### src/hdl/cumulative_matrix_product_assert.svh
`ifndef CUMULATIVE_MATRIX_PRODUCT_ASSERT_SVH
`define CUMULATIVE_MATRIX_PRODUCT_ASSERT_SVH

// Check that a condition in this cycle implies another in the same cycle
`define CMP_ASSERT_SAME(label, ante, cons) \
    label: assert property (@(posedge clk) disable iff (!rst_n) (ante) |-> (cons)) \
        else $error("cmp: same-cycle check failed");

// Check that a condition in this cycle implies another in the next cycle
`define CMP_ASSERT_NEXT(label, ante, cons) \
    label: assert property (@(posedge clk) disable iff (!rst_n) (ante) |=> (cons)) \
        else $error("cmp: next-cycle check failed");

`endif

### src/hdl/cmp_pkg.sv
package cmp_pkg;

    localparam int ELEM_W   = 32;
    localparam int IDX_W    = 3;
    localparam int STEP_W   = 8;
    localparam int SIZE_W   = 4;
    localparam int CNT_W    = 7;
    localparam int OUT_W    = 48;
    localparam int ACC_W    = 2 * ELEM_W + 3;
    localparam int FIFO_DEPTH = 2;

    typedef enum logic [1:0] {
        CMD_LOAD_RUN,
        CMD_LOAD_FAC,
        CMD_LOAD_FAC_LAST
    } cmd_kind_t;

    typedef struct packed {
        cmd_kind_t                kind;
        logic [CNT_W-1:0]         addr;
        logic [SIZE_W-1:0]        size;
        logic [ELEM_W-1:0]        value;
    } cmd_t;

    typedef enum logic [1:0] {
        ST_IDLE,
        ST_COMPUTE,
        ST_EMIT_RD,
        ST_EMIT_WR
    } state_t;

endpackage

### src/hdl/cmp_fifo.sv
module cmp_fifo (
    input  logic          clk,
    input  logic          rst_n,
    input  logic          push,
    input  cmp_pkg::cmd_t push_cmd,
    input  logic          pop,
    output cmp_pkg::cmd_t pop_cmd,
    output logic          full,
    output logic          empty
);

    cmp_pkg::cmd_t entry_reg [cmp_pkg::FIFO_DEPTH];
    logic       wptr_reg;
    logic       rptr_reg;
    logic [1:0] count_reg;

    assign full    = (count_reg == 2'(cmp_pkg::FIFO_DEPTH));
    assign empty   = (count_reg == '0);
    assign pop_cmd = entry_reg[rptr_reg];

    // Hold command payloads
    always_ff @(posedge clk)
    begin
        if (push)
            entry_reg[wptr_reg] <= push_cmd;
    end

    // Advance pointers and count
    always_ff @(posedge clk or negedge rst_n)
    begin
        if (!rst_n)
        begin
            wptr_reg  <= 1'b0;
            rptr_reg  <= 1'b0;
            count_reg <= '0;
        end
        else
        begin
            if (push)
                wptr_reg <= !wptr_reg;
            if (pop)
                rptr_reg <= !rptr_reg;
            if (push && !pop)
                count_reg <= count_reg + 2'd1;
            else if (pop && !push)
                count_reg <= count_reg - 2'd1;
        end
    end

`include "cumulative_matrix_product_assert.svh"
    `CMP_ASSERT_SAME(a_no_push_full, push, !full)
    `CMP_ASSERT_SAME(a_no_pop_empty, pop, !empty)

endmodule

### config.mk
export PLATFORM = sky130hd
export DESIGN_NAME = cmp_fifo
export DESIGN_NICKNAME = d
export VERILOG_FILES = /design/src/hdl/cmp_pkg.sv /design/src/hdl/cmp_fifo.sv
export VERILOG_INCLUDE_DIRS = /design/src /design/src/hdl
export SDC_FILE = /design/constraint.sdc
export NUM_CORES = 1
export LEC_CHECK = 0
export BUFFER_PORTS_ARGS = -buffer_cell sky130_fd_sc_hd__buf_2
export CAP_MARGIN = 20
export CORE_UTILIZATION = 58
export CTS_BUF_LIST = sky130_fd_sc_hd__clkbuf_4
export DETAILED_ROUTE_END_ITERATION = 10
export HOLD_SLACK_MARGIN = 0.12
export PLACE_DENSITY_LB_ADDON = 0.12
export SYNTH_ARGS = -nofsm -noshare
export SYNTH_HDL_FRONTEND = slang
export SYNTH_SLANG_ARGS = --single-unit
### constraint.sdc
create_clock -name clk -period 5.65 [get_ports clk]
set_input_delay 1.13 -clock clk [delete_from_list [all_inputs] [get_ports clk]]
set_output_delay 1.13 -clock clk [all_outputs]
set_load 0.05 [all_outputs]
==> flow_summary_export.csv <==
group,metric,value,unit
status,status,"finished, final reports clean",
cells_and_area,final_nets,309,
critical_path,critical_path_required,4.52,ns
clock_network,postCtsSetupBuffers,0,
sta,setup_viol_count_final,0,
synthesis,yosysSeqAreaShare,0.771,
route,route.detailed.drc,0,
clock_network,cts_buffers,9,
floorplan,initial_core_util,0.607,
cells_and_area,layout_common_cells,"buf_2, edfxtp_1, mux2_4",
global_routing,grt_max_degree,46,
cells_and_area,layout-drive-gt1-share,0.610,
place,dp_slack,2.62,ns
sta,slew_headroom,0.302,
floorplan,die-height,81.2,um
global_routing,grt_overflow,0,
pwr,peakVddDrop,398,uV
floorplan,dieArea,6590,um^2
critical_path,timing.rr.start,"wptr_reg",
synthesis,syn_inst,156,
sta,final_max_slew_viol_count,0,
global_routing,antenna_found_initial,0,
floorplan,io_pins,96,
route,dr_total_vias,1684,
pwr,total_power,2.42,mW
synthesis,yosysTopAreaCell,"edfxtp_1",
critical_path,path_class,"flop to primary output",
synthesis,synth_warnings,0,
hold_path,worstHoldPathType,"input pin to asynchronous set/reset pin",
clock_network,post_cts_resized,0,
clock_network,clk_latency,0.41,ns
clock_network,clock_path_buffers,2,
critical_path,cp_max_fo,26,
place,dp_hpwl,3390,um
sta,final.setup.tns,0,ns
synthesis,synthTopCellsByArea,"edfxtp_1, mux2_4, dfrtp_1",
clock_network,h-tree-depth,3,
route,ant_nets,0,
synthesis,synth.distinct_cells,13,
sta,fmax,0.290,GHz
floorplan,die_w,81.2,um
critical_path,critPathLaunchType,"flop",
floorplan,num_rows,28,
clock_network,hold_buffers,0,
sta,min_period,3.45,ns
clock_network,clock-root-buffer,"clkbuf_4",
critical_path,startpoint,"rptr_reg",
pwr,cellPowerDensity,566,nW/um^2
synthesis,synth_area_per_cell,23.3,um^2
job,maxCapViolations,0,
route,wire_per_inst,15.1,um
cells_and_area,final_common_cell,"buf_2",
route,avgViaCountPerCell,4.97,
critical_path,r2r_cells,1,
pwr,leakagePower,1.74,nW
sta,hold_ws,0.501,ns
clock_network,clkSlewWorstSetupHoldPaths,0.13,ns
clock_network,cts_tree,"yes",
sta,layout_setup_ws,2.20,ns
global_routing,grt_pass1_vias,1675,
global_routing,track_usage,0.169,
sta,hold_viol,0,
cells_and_area,area_delta_synth_final,17.8,%
cells_and_area,diodes,0,
critical_path,cp-end-kind,"primary output",
place,io_buffers,95,
clock_network,cts_sinks,94,
route,first_pass_iters,4,
synthesis,netlist_area,3630,um^2
sta,worst_pin_slew,1.05,ns
synthesis,synth.top_cell.area_share,0.744,
sta,rsz0062_at_grt,"false",
critical_path,cp.arrival,2.32,ns
synthesis,syn-num-nets,206,
floorplan,coreArea,5990,um^2
cells_and_area,largest_reg_flops,90,
sta,post-route-period-util,0.610,
route,wl,5110,um
global_routing,grt_pass1_wl,7790,um
place,gp_congestion,0.706,
route,drt_iter0_markers,128,
sta,fin_worst_skew,0.00605,ns
synthesis,synth_seq_cells,94,
-- report_power, final --
part | switching, mW | total [mW] | internal [mW]
Clock | 0.211 | 0.346 | 0.135
Sequential | 0.0764 | 1.00 | 0.927
Combinational | 0.726 | 1.07 | 0.347
-- routing by layer --
| layer | vias up | wire (um) | global-route usage |
|---|---|---|---|
| li1 | 814 | - | - |
| met1 | 801 | 2060 | 0.209 |
| met2 | 62 | 2600 | 0.268 |
| met3 | 7 | 384 | 0.0584 |
| met4 | 0 | 68 | 0.0804 |
| met5 | - | 0 | 0 |
-- metrics by stage --
stage	util	instance area (um^2)	cells
floorplan	-	3630	156
global placement	0.690	4140	323
detailed placement	0.690	4140	323
CTS	0.714	4280	339
global route	0.714	4280	339
finish	0.714	4280	339
-- worst max-delay path: stages (launching register included) --
cell     delay (ns)
dfrtp_2        0.77
buf_4          0.52
mux2_2         0.38
buf_2          0.21
-- area by class of cell --
| cell class | instances | area, um^2 |
|---|---|---|
| sequential | 94 | 2800 |
| fill | 413 | 1710 |
| multi-input combinational | 56 | 744 |
| timing repair buffer | 97 | 490 |
| tap | 75 | 93.8 |
| clock inverter | 7 | 75.1 |
| clock buffer | 9 | 67.6 |
| inverter | 1 | 3.75 |
-- final timing paths --
kind | endpoint | slack (ns)
worst max-delay path | pop_cmd[42] | 2.20
worst min-delay path | count_reg[1] | 0.50
worst max register to register | entry_reg[1][1] | 3.93
worst min register to register | count_reg[1] | 0.51
max in group asynchronous | rptr_reg | 5.01
min in group clk | count_reg[1] | 0.51
-- cells by family after synthesis --
| logic type | count (synthesis) | share of synthesized area |
|---|---|---|
| fa+ha+maj | 1 | 0.00344 |
| mux | 45 | 0.180 |
| buf+inv | 6 | 0.0262 |
| simple gates | 5 | 0.00723 |
| flops | 94 | 0.771 |
| xor+xnor | 5 | 0.0121 |
-- synth_stat cells --
library cell  count
nor2b_1           2
buf_6             1
dfrtp_1           4
buf_12            4
nor2_1            2
and2_1            1
ha_1              1
xor2_1            4
mux2_2            6
mux2_4           39
inv_1             1
edfxtp_1         90
xnor2_1           1
Power figures use the tool's default switching activity.
