**config.mk**
```make
export PLATFORM = sky130hd
export DESIGN_NAME = cmp_front
export DESIGN_NICKNAME = d
export VERILOG_FILES = /design/src/hdl/cumulative_matrix_product_assert.svh /design/src/hdl/cmp_pkg.sv /design/src/hdl/cmp_front.sv
export SDC_FILE = /design/constraint.sdc
export NUM_CORES = 1
export LEC_CHECK = 0
export BUFFER_PORTS_ARGS = -buffer_cell sky130_fd_sc_hd__buf_2
export CAP_MARGIN = 20
export CORE_ASPECT_RATIO = 1.1
export CORE_MARGIN = 1
export CORE_UTILIZATION = 46
export CTS_BUF_LIST = sky130_fd_sc_hd__clkbuf_8
export CTS_CLUSTER_DIAMETER = 150
export DETAILED_ROUTE_END_ITERATION = 6
export GPL_TIMING_DRIVEN = 0
export MAX_ROUTING_LAYER = met4
export PLACE_DENSITY = 0.9
export SLEW_MARGIN = 20
export SYNTH_ARGS = -nofsm -noshare
export SYNTH_HDL_FRONTEND = slang
export SYNTH_SLANG_ARGS = --single-unit
```
**constraint.sdc**
```tcl
create_clock -name clk -period 6.8 [get_ports clk]
set_input_delay 1.02 -clock clk [delete_from_list [all_inputs] [get_ports clk]]
set_output_delay 1.02 -clock clk [all_outputs]
set_load 0.02 [all_outputs]
```
**src/hdl/cumulative_matrix_product_assert.svh**
```systemverilog
`ifndef CUMULATIVE_MATRIX_PRODUCT_ASSERT_SVH
`define CUMULATIVE_MATRIX_PRODUCT_ASSERT_SVH

// Check that a condition in this cycle implies another in the same cycle
`define CMP_ASSERT_SAME(label, ante, cons) \
    label: assert property (@(posedge clk) disable iff (!rst_n) (ante) |-> (cons)) \
        else $error("cmp: same-cycle check failed");

// Check that a condition in this cycle implies another in the next cycle
`define CMP_ASSERT_NEXT(label, ante, cons) \
    label: assert property (@(posedge clk) disable iff (!rst_n) (ante) |=> (cons)) \
        else $error("cmp: next-cycle check failed");

`endif

```
**src/hdl/cmp_pkg.sv**
```systemverilog
package cmp_pkg;

    localparam int ELEM_W   = 32;
    localparam int IDX_W    = 3;
    localparam int STEP_W   = 8;
    localparam int SIZE_W   = 4;
    localparam int CNT_W    = 7;
    localparam int OUT_W    = 48;
    localparam int ACC_W    = 2 * ELEM_W + 3;
    localparam int FIFO_DEPTH = 2;

    typedef enum logic [1:0] {
        CMD_LOAD_RUN,
        CMD_LOAD_FAC,
        CMD_LOAD_FAC_LAST
    } cmd_kind_t;

    typedef struct packed {
        cmd_kind_t                kind;
        logic [CNT_W-1:0]         addr;
        logic [SIZE_W-1:0]        size;
        logic [ELEM_W-1:0]        value;
    } cmd_t;

    typedef enum logic [1:0] {
        ST_IDLE,
        ST_COMPUTE,
        ST_EMIT_RD,
        ST_EMIT_WR
    } state_t;

endpackage

```
**src/hdl/cmp_front.sv**
```systemverilog
module cmp_front #(
    parameter int MAX_SIZE = 8
) (
    input  logic                       clk,
    input  logic                       rst_n,
    input  logic                       cfg_we,
    input  logic [cmp_pkg::SIZE_W-1:0] cfg_wdata,
    input  logic                       s_tvalid,
    output logic                       s_tready,
    input  logic                       s_tuser,
    input  logic [cmp_pkg::ELEM_W-1:0] s_tdata,
    input  logic                       full,
    output logic                       push,
    output cmp_pkg::cmd_t              push_cmd
);

    logic [cmp_pkg::SIZE_W-1:0] size_reg;
    logic [cmp_pkg::CNT_W-1:0]  ctr_reg;
    logic [cmp_pkg::CNT_W-1:0]  ctr_next;
    logic                       lop_reg;
    logic [cmp_pkg::SIZE_W-1:0] n_eff;
    logic [cmp_pkg::CNT_W-1:0]  total;
    logic [cmp_pkg::CNT_W-1:0]  cnt;
    logic [cmp_pkg::CNT_W-1:0]  cnt_inc;
    logic                       at_end;

    // Clamp the size register into the legal range
    always_comb
    begin
        if (size_reg == '0)
            n_eff = cmp_pkg::SIZE_W'(1);
        else if (size_reg > cmp_pkg::SIZE_W'(MAX_SIZE))
            n_eff = cmp_pkg::SIZE_W'(MAX_SIZE);
        else
            n_eff = size_reg;
    end

    assign total = cmp_pkg::CNT_W'({3'b000, n_eff} * {3'b000, n_eff});

    // Classify the item and pick its element slot
    always_comb
    begin
        cnt = (s_tuser != lop_reg) ? '0 : ctr_reg;
        if (cnt >= total)
            cnt = '0;
        cnt_inc  = cnt + cmp_pkg::CNT_W'(1);
        at_end   = (cnt_inc >= total);
        ctr_next = at_end ? '0 : cnt_inc;
    end

    assign s_tready = !full;
    assign push     = s_tvalid && s_tready;

    always_comb
    begin
        push_cmd.addr  = cnt;
        push_cmd.size  = n_eff;
        push_cmd.value = s_tdata;
        if (!s_tuser)
            push_cmd.kind = cmp_pkg::CMD_LOAD_RUN;
        else if (at_end)
            push_cmd.kind = cmp_pkg::CMD_LOAD_FAC_LAST;
        else
            push_cmd.kind = cmp_pkg::CMD_LOAD_FAC;
    end

    // Track size, loading kind and element position
    always_ff @(posedge clk or negedge rst_n)
    begin
        if (!rst_n)
        begin
            size_reg <= cmp_pkg::SIZE_W'(8);
            ctr_reg  <= '0;
            lop_reg  <= 1'b0;
        end
        else if (cfg_we)
        begin
            size_reg <= cfg_wdata;
            ctr_reg  <= '0;
        end
        else if (push)
        begin
            lop_reg <= s_tuser;
            ctr_reg <= ctr_next;
        end
    end

endmodule

```
==> run_results.csv <==
group,metric,value,unit
timing,fin_skew,0.004048,ns
worst_setup_path,cp.required,5.78,ns
routing,vias,1486,
routing,firstDrtPassIters,7,
power_and_ir_drop,peakVddDrop,0.1104,mV
grt,grt_pass1_wl,5.237,mm
logic_synthesis,ys_warn_count,0,
layout,largest_reg_flops,7,
run_status,violations,"DRC",
power_and_ir_drop,p_leak,1.074,nW
worst_setup_path,worstSetupPathType,"flip-flop to output pin",
layout,layout.nets,305,
clock_tree,holdBufCountCts,0,
clock_tree,clk_path_buf_depth,2,
logic_synthesis,ys_seq_area_frac,0.1947,
worst_setup_path,arrival,5.58,ns
die,die_x,57.33,microns
clock_tree,clkSinkCount,12,
layout,regArea,301.5,sq um
power_and_ir_drop,switchingPower,0.0001149,W
grt,grt_max_degree,13,
logic_synthesis,synthCells,184,
place,dpl.hpwl,2.841,mm
grt,antenna_found_initial,0,
grt,grt_overflow,0,
power_and_ir_drop,p_int,0.0001934,W
place,place_area,0.001876,sq mm
clock_tree,clk_pin_slew_worst_paths,0.06,ns
die,rows,21,
die,start_util,0.4954,
layout,drive_above_1_share,0.5341,
routing,routed_wl,3.491,mm
timing,slew_viol_final,0,
timing,hold_violations,0,
logic_synthesis,netlist_area,0.001549,sq mm
routing,via_per_inst,5.251,
clock_tree,clock-root-buffer,"clkbuf_8",
worst_setup_path,crit_path_start_kind,"flip-flop",
grt,grt_usage,0.1902,
timing,clock.fmax,151.5,MHz
layout,area_delta_synth_final,31.10,%
grt,first_global_vias,1224,
routing,drt_iter0_drc,48,
layout,multi_input_area,0.001028,sq mm
die,die_h,62.86,microns
die,io_pins,89,
timing,period_minus_slack,6.599,ns
worst_setup_path,end_kind,"output pin",
flow_run,maxCapViolations,0,
timing,max_slew_margin,0.6651,
place,routabilityCongestion,0.9251,
min_path,holdCritPathClass,"flip-flop to flip-flop",
clock_tree,numCtsBuffers,3,
run_status,run_status,"finished with violations",
routing,final_antenna_net_count,0,
power_and_ir_drop,seq_power_share,0.267,
logic_synthesis,synth_edf_count,0,
logic_synthesis,synth_ff_type,"dfrtp_1",
timing,timing.final.crit_share,0.9705,
die,placeableCoreArea,0.003127,sq mm
layout,fillCellCount,258,
timing,finalSetupViolCount,0,
clock_tree,htreeDepth,1,
logic_synthesis,synth_area_per_cell,8.418,sq um
logic_synthesis,synth-async-reset-ratio,1.000,
power_and_ir_drop,power_switching_share,0.3727,
routing,drc,8,
power_and_ir_drop,p_comb_frac,0.478,
clock_tree,cts_tree,"built",
logic_synthesis,synthDistinctLibCells,54,
routing,wl_per_cell,12.34,microns
layout,fin_area,0.002031,sq mm
place,portBuffers,56,
timing,tightest_slew,0.4989,ns
logic_synthesis,ys_seq_elements,12,
power_and_ir_drop,pwr-share-clk,0.256,
power_and_ir_drop,powerDensity,151.8,mW/mm^2
worst_setup_path,critPathMaxFanout,10,
layout,num_antenna_cells,0,
clock_tree,worst_skew_pair.late_latency,0.24,ns
die,die_area,0.003604,sq mm
layout,utilization,0.6495,
through the flow:
step            TNS, ns  instances  total power [W]  hold slack [ns]  setup slack (ns)
2_1_floorplan         0        185        0.0001790           0.4896           0.08578
3_3_place_gp    -0.5606        275        0.0002084           0.5099           -0.3200
3_5_place_dp    -0.6826        275        0.0002125           0.5327           -0.3679
4_1_cts               0        279        0.0002944           0.5443           0.03590
5_1_grt        -0.04858        283        0.0003255           0.5856          -0.04858
6_report              0        283        0.0003083           0.5425            0.2007
cell usage after synthesis (2+ instances only):
cell | number | share of area
maj3_2 | 2 | 0.015
nor2_1 | 15 | 0.036
o41ai_2 | 2 | 0.021
ha_1 | 13 | 0.11
inv_1 | 10 | 0.024
o21ai_2 | 4 | 0.023
nand3_1 | 6 | 0.019
nand4_1 | 3 | 0.012
a21oi_1 | 3 | 0.0097
o21ai_0 | 8 | 0.026
and3_1 | 2 | 0.0081
nand2_1 | 14 | 0.034
buf_4 | 32 | 0.16
xor2_1 | 3 | 0.017
nor2b_1 | 8 | 0.032
mux2_2 | 4 | 0.029
and2_1 | 5 | 0.020
dfrtp_1 | 11 | 0.18
xnor2_1 | 2 | 0.011
nor3_1 | 3 | 0.0097
what timing repair did:
action                                  in CTS  in global routing
endpoints found under the setup margin       2                  2
resized for setup                            7                 10
setup buffers                                0                  4
pin swaps                                    1                  4
critical path, cell delays in order, from the launching register on:
cell	delay [ns]
dfstp_2	0.59
nor2b_2	0.07
and2_1	0.15
ha_1	0.27
ha_2	0.33
xnor2_2	0.16
ha_1	0.30
nand4_1	0.09
nor2_1	0.04
a211o_1	0.32
maj3_2	0.38
maj3_4	0.44
nor2_4	0.16
ha_2	0.25
xor2_2	0.19
inv_1	0.07
ha_1	0.21
nor4b_1	0.26
o21ai_1	0.17
o221ai_1	0.11
o41ai_2	0.12
nor3_2	0.25
nor3_2	0.07
and2_2	0.19
buf_2	0.15
layer usage:
| layer | global-route usage | vias to the layer above | wire length [microns] |
|---|---|---|---|
| met1 | 0.2167 | 671 | 1376 |
| met4 | 0.09146 | 0 | 48 |
| met2 | 0.3353 | 72 | 1797 |
| li1 | - | 739 | - |
| met5 | - | - | 0 |
| met3 | 0.01035 | 4 | 268 |
cell usage in the layout (no fill, tap or decap), types with 6 or more instances in the layout:
| master | instances |
|---|---|
| nor2b_1 | 7 |
| ha_1 | 11 |
| buf_2 | 56 |
| nor2_1 | 13 |
| buf_4 | 36 |
| dfrtp_1 | 11 |
| inv_1 | 10 |
| o21ai_0 | 6 |
| nand3_1 | 6 |
| nand2_1 | 14 |
power by group through the flow:
stage | combinational [W] | sequential (W) | clock, W
after floorplan | 0.0000977 | 0.0000813 | 0
after global placement | 0.000126 | 0.0000821 | 0
after detailed placement | 0.000130 | 0.0000825 | 0
after CTS | 0.000132 | 0.0000814 | 0.0000810
after global routing | 0.000159 | 0.0000830 | 0.0000831
final | 0.000147 | 0.0000822 | 0.0000789
area by class of cell:
class | instances | share of cell area
Buffer | 34 | 0.1257
Sequential cell | 12 | 0.1485
Clock buffer | 4 | 0.02711
Timing Repair Buffer | 60 | 0.1528
Inverter | 10 | 0.01848
Multi-Input combinational cell | 129 | 0.5065
Tap cell | 34 | 0.02095
final timing paths:
kind | start | endpoint | slack (ns) | cells after the start
setup / recovery | size_reg[3]$_DFFE_PN1P_ | push_cmd[44] | 0.20 | 24
hold / removal | ctr_reg[0]$_DFFE_PN0P_ | ctr_reg[0]$_DFFE_PN0P_ | 0.54 | 2
setup reg to reg | size_reg[3]$_DFFE_PN1P_ | ctr_reg[3]$_DFFE_PN0P_ | 1.24 | 25
hold reg to reg | ctr_reg[0]$_DFFE_PN0P_ | ctr_reg[0]$_DFFE_PN0P_ | 0.54 | 2
max in group asynchronous | rst_n | size_reg[3]$_DFFE_PN1P_ | 5.88 | 1
min in group asynchronous | rst_n | ctr_reg[3]$_DFFE_PN0P_ | 0.65 | 1
kinds of logic (layout without fill, tap and decap cells):
| kind of cell | count (synthesis) | after routing | synth area share |
|---|---|---|---|
| and+or+nand+nor | 70 | 70 | 0.2472 |
| other | 1 | 2 | 0.002421 |
| xor gates and xnor gates | 6 | 6 | 0.03878 |
| AOI/OAI and AO/OA | 31 | 31 | 0.1729 |
| adders and majority gates | 16 | 16 | 0.1260 |
| buffers and inverters | 44 | 108 | 0.1890 |
| DFF | 12 | 12 | 0.1947 |
| muxes | 4 | 4 | 0.02908 |
Note: power is estimated with default switching activity, not from simulation.
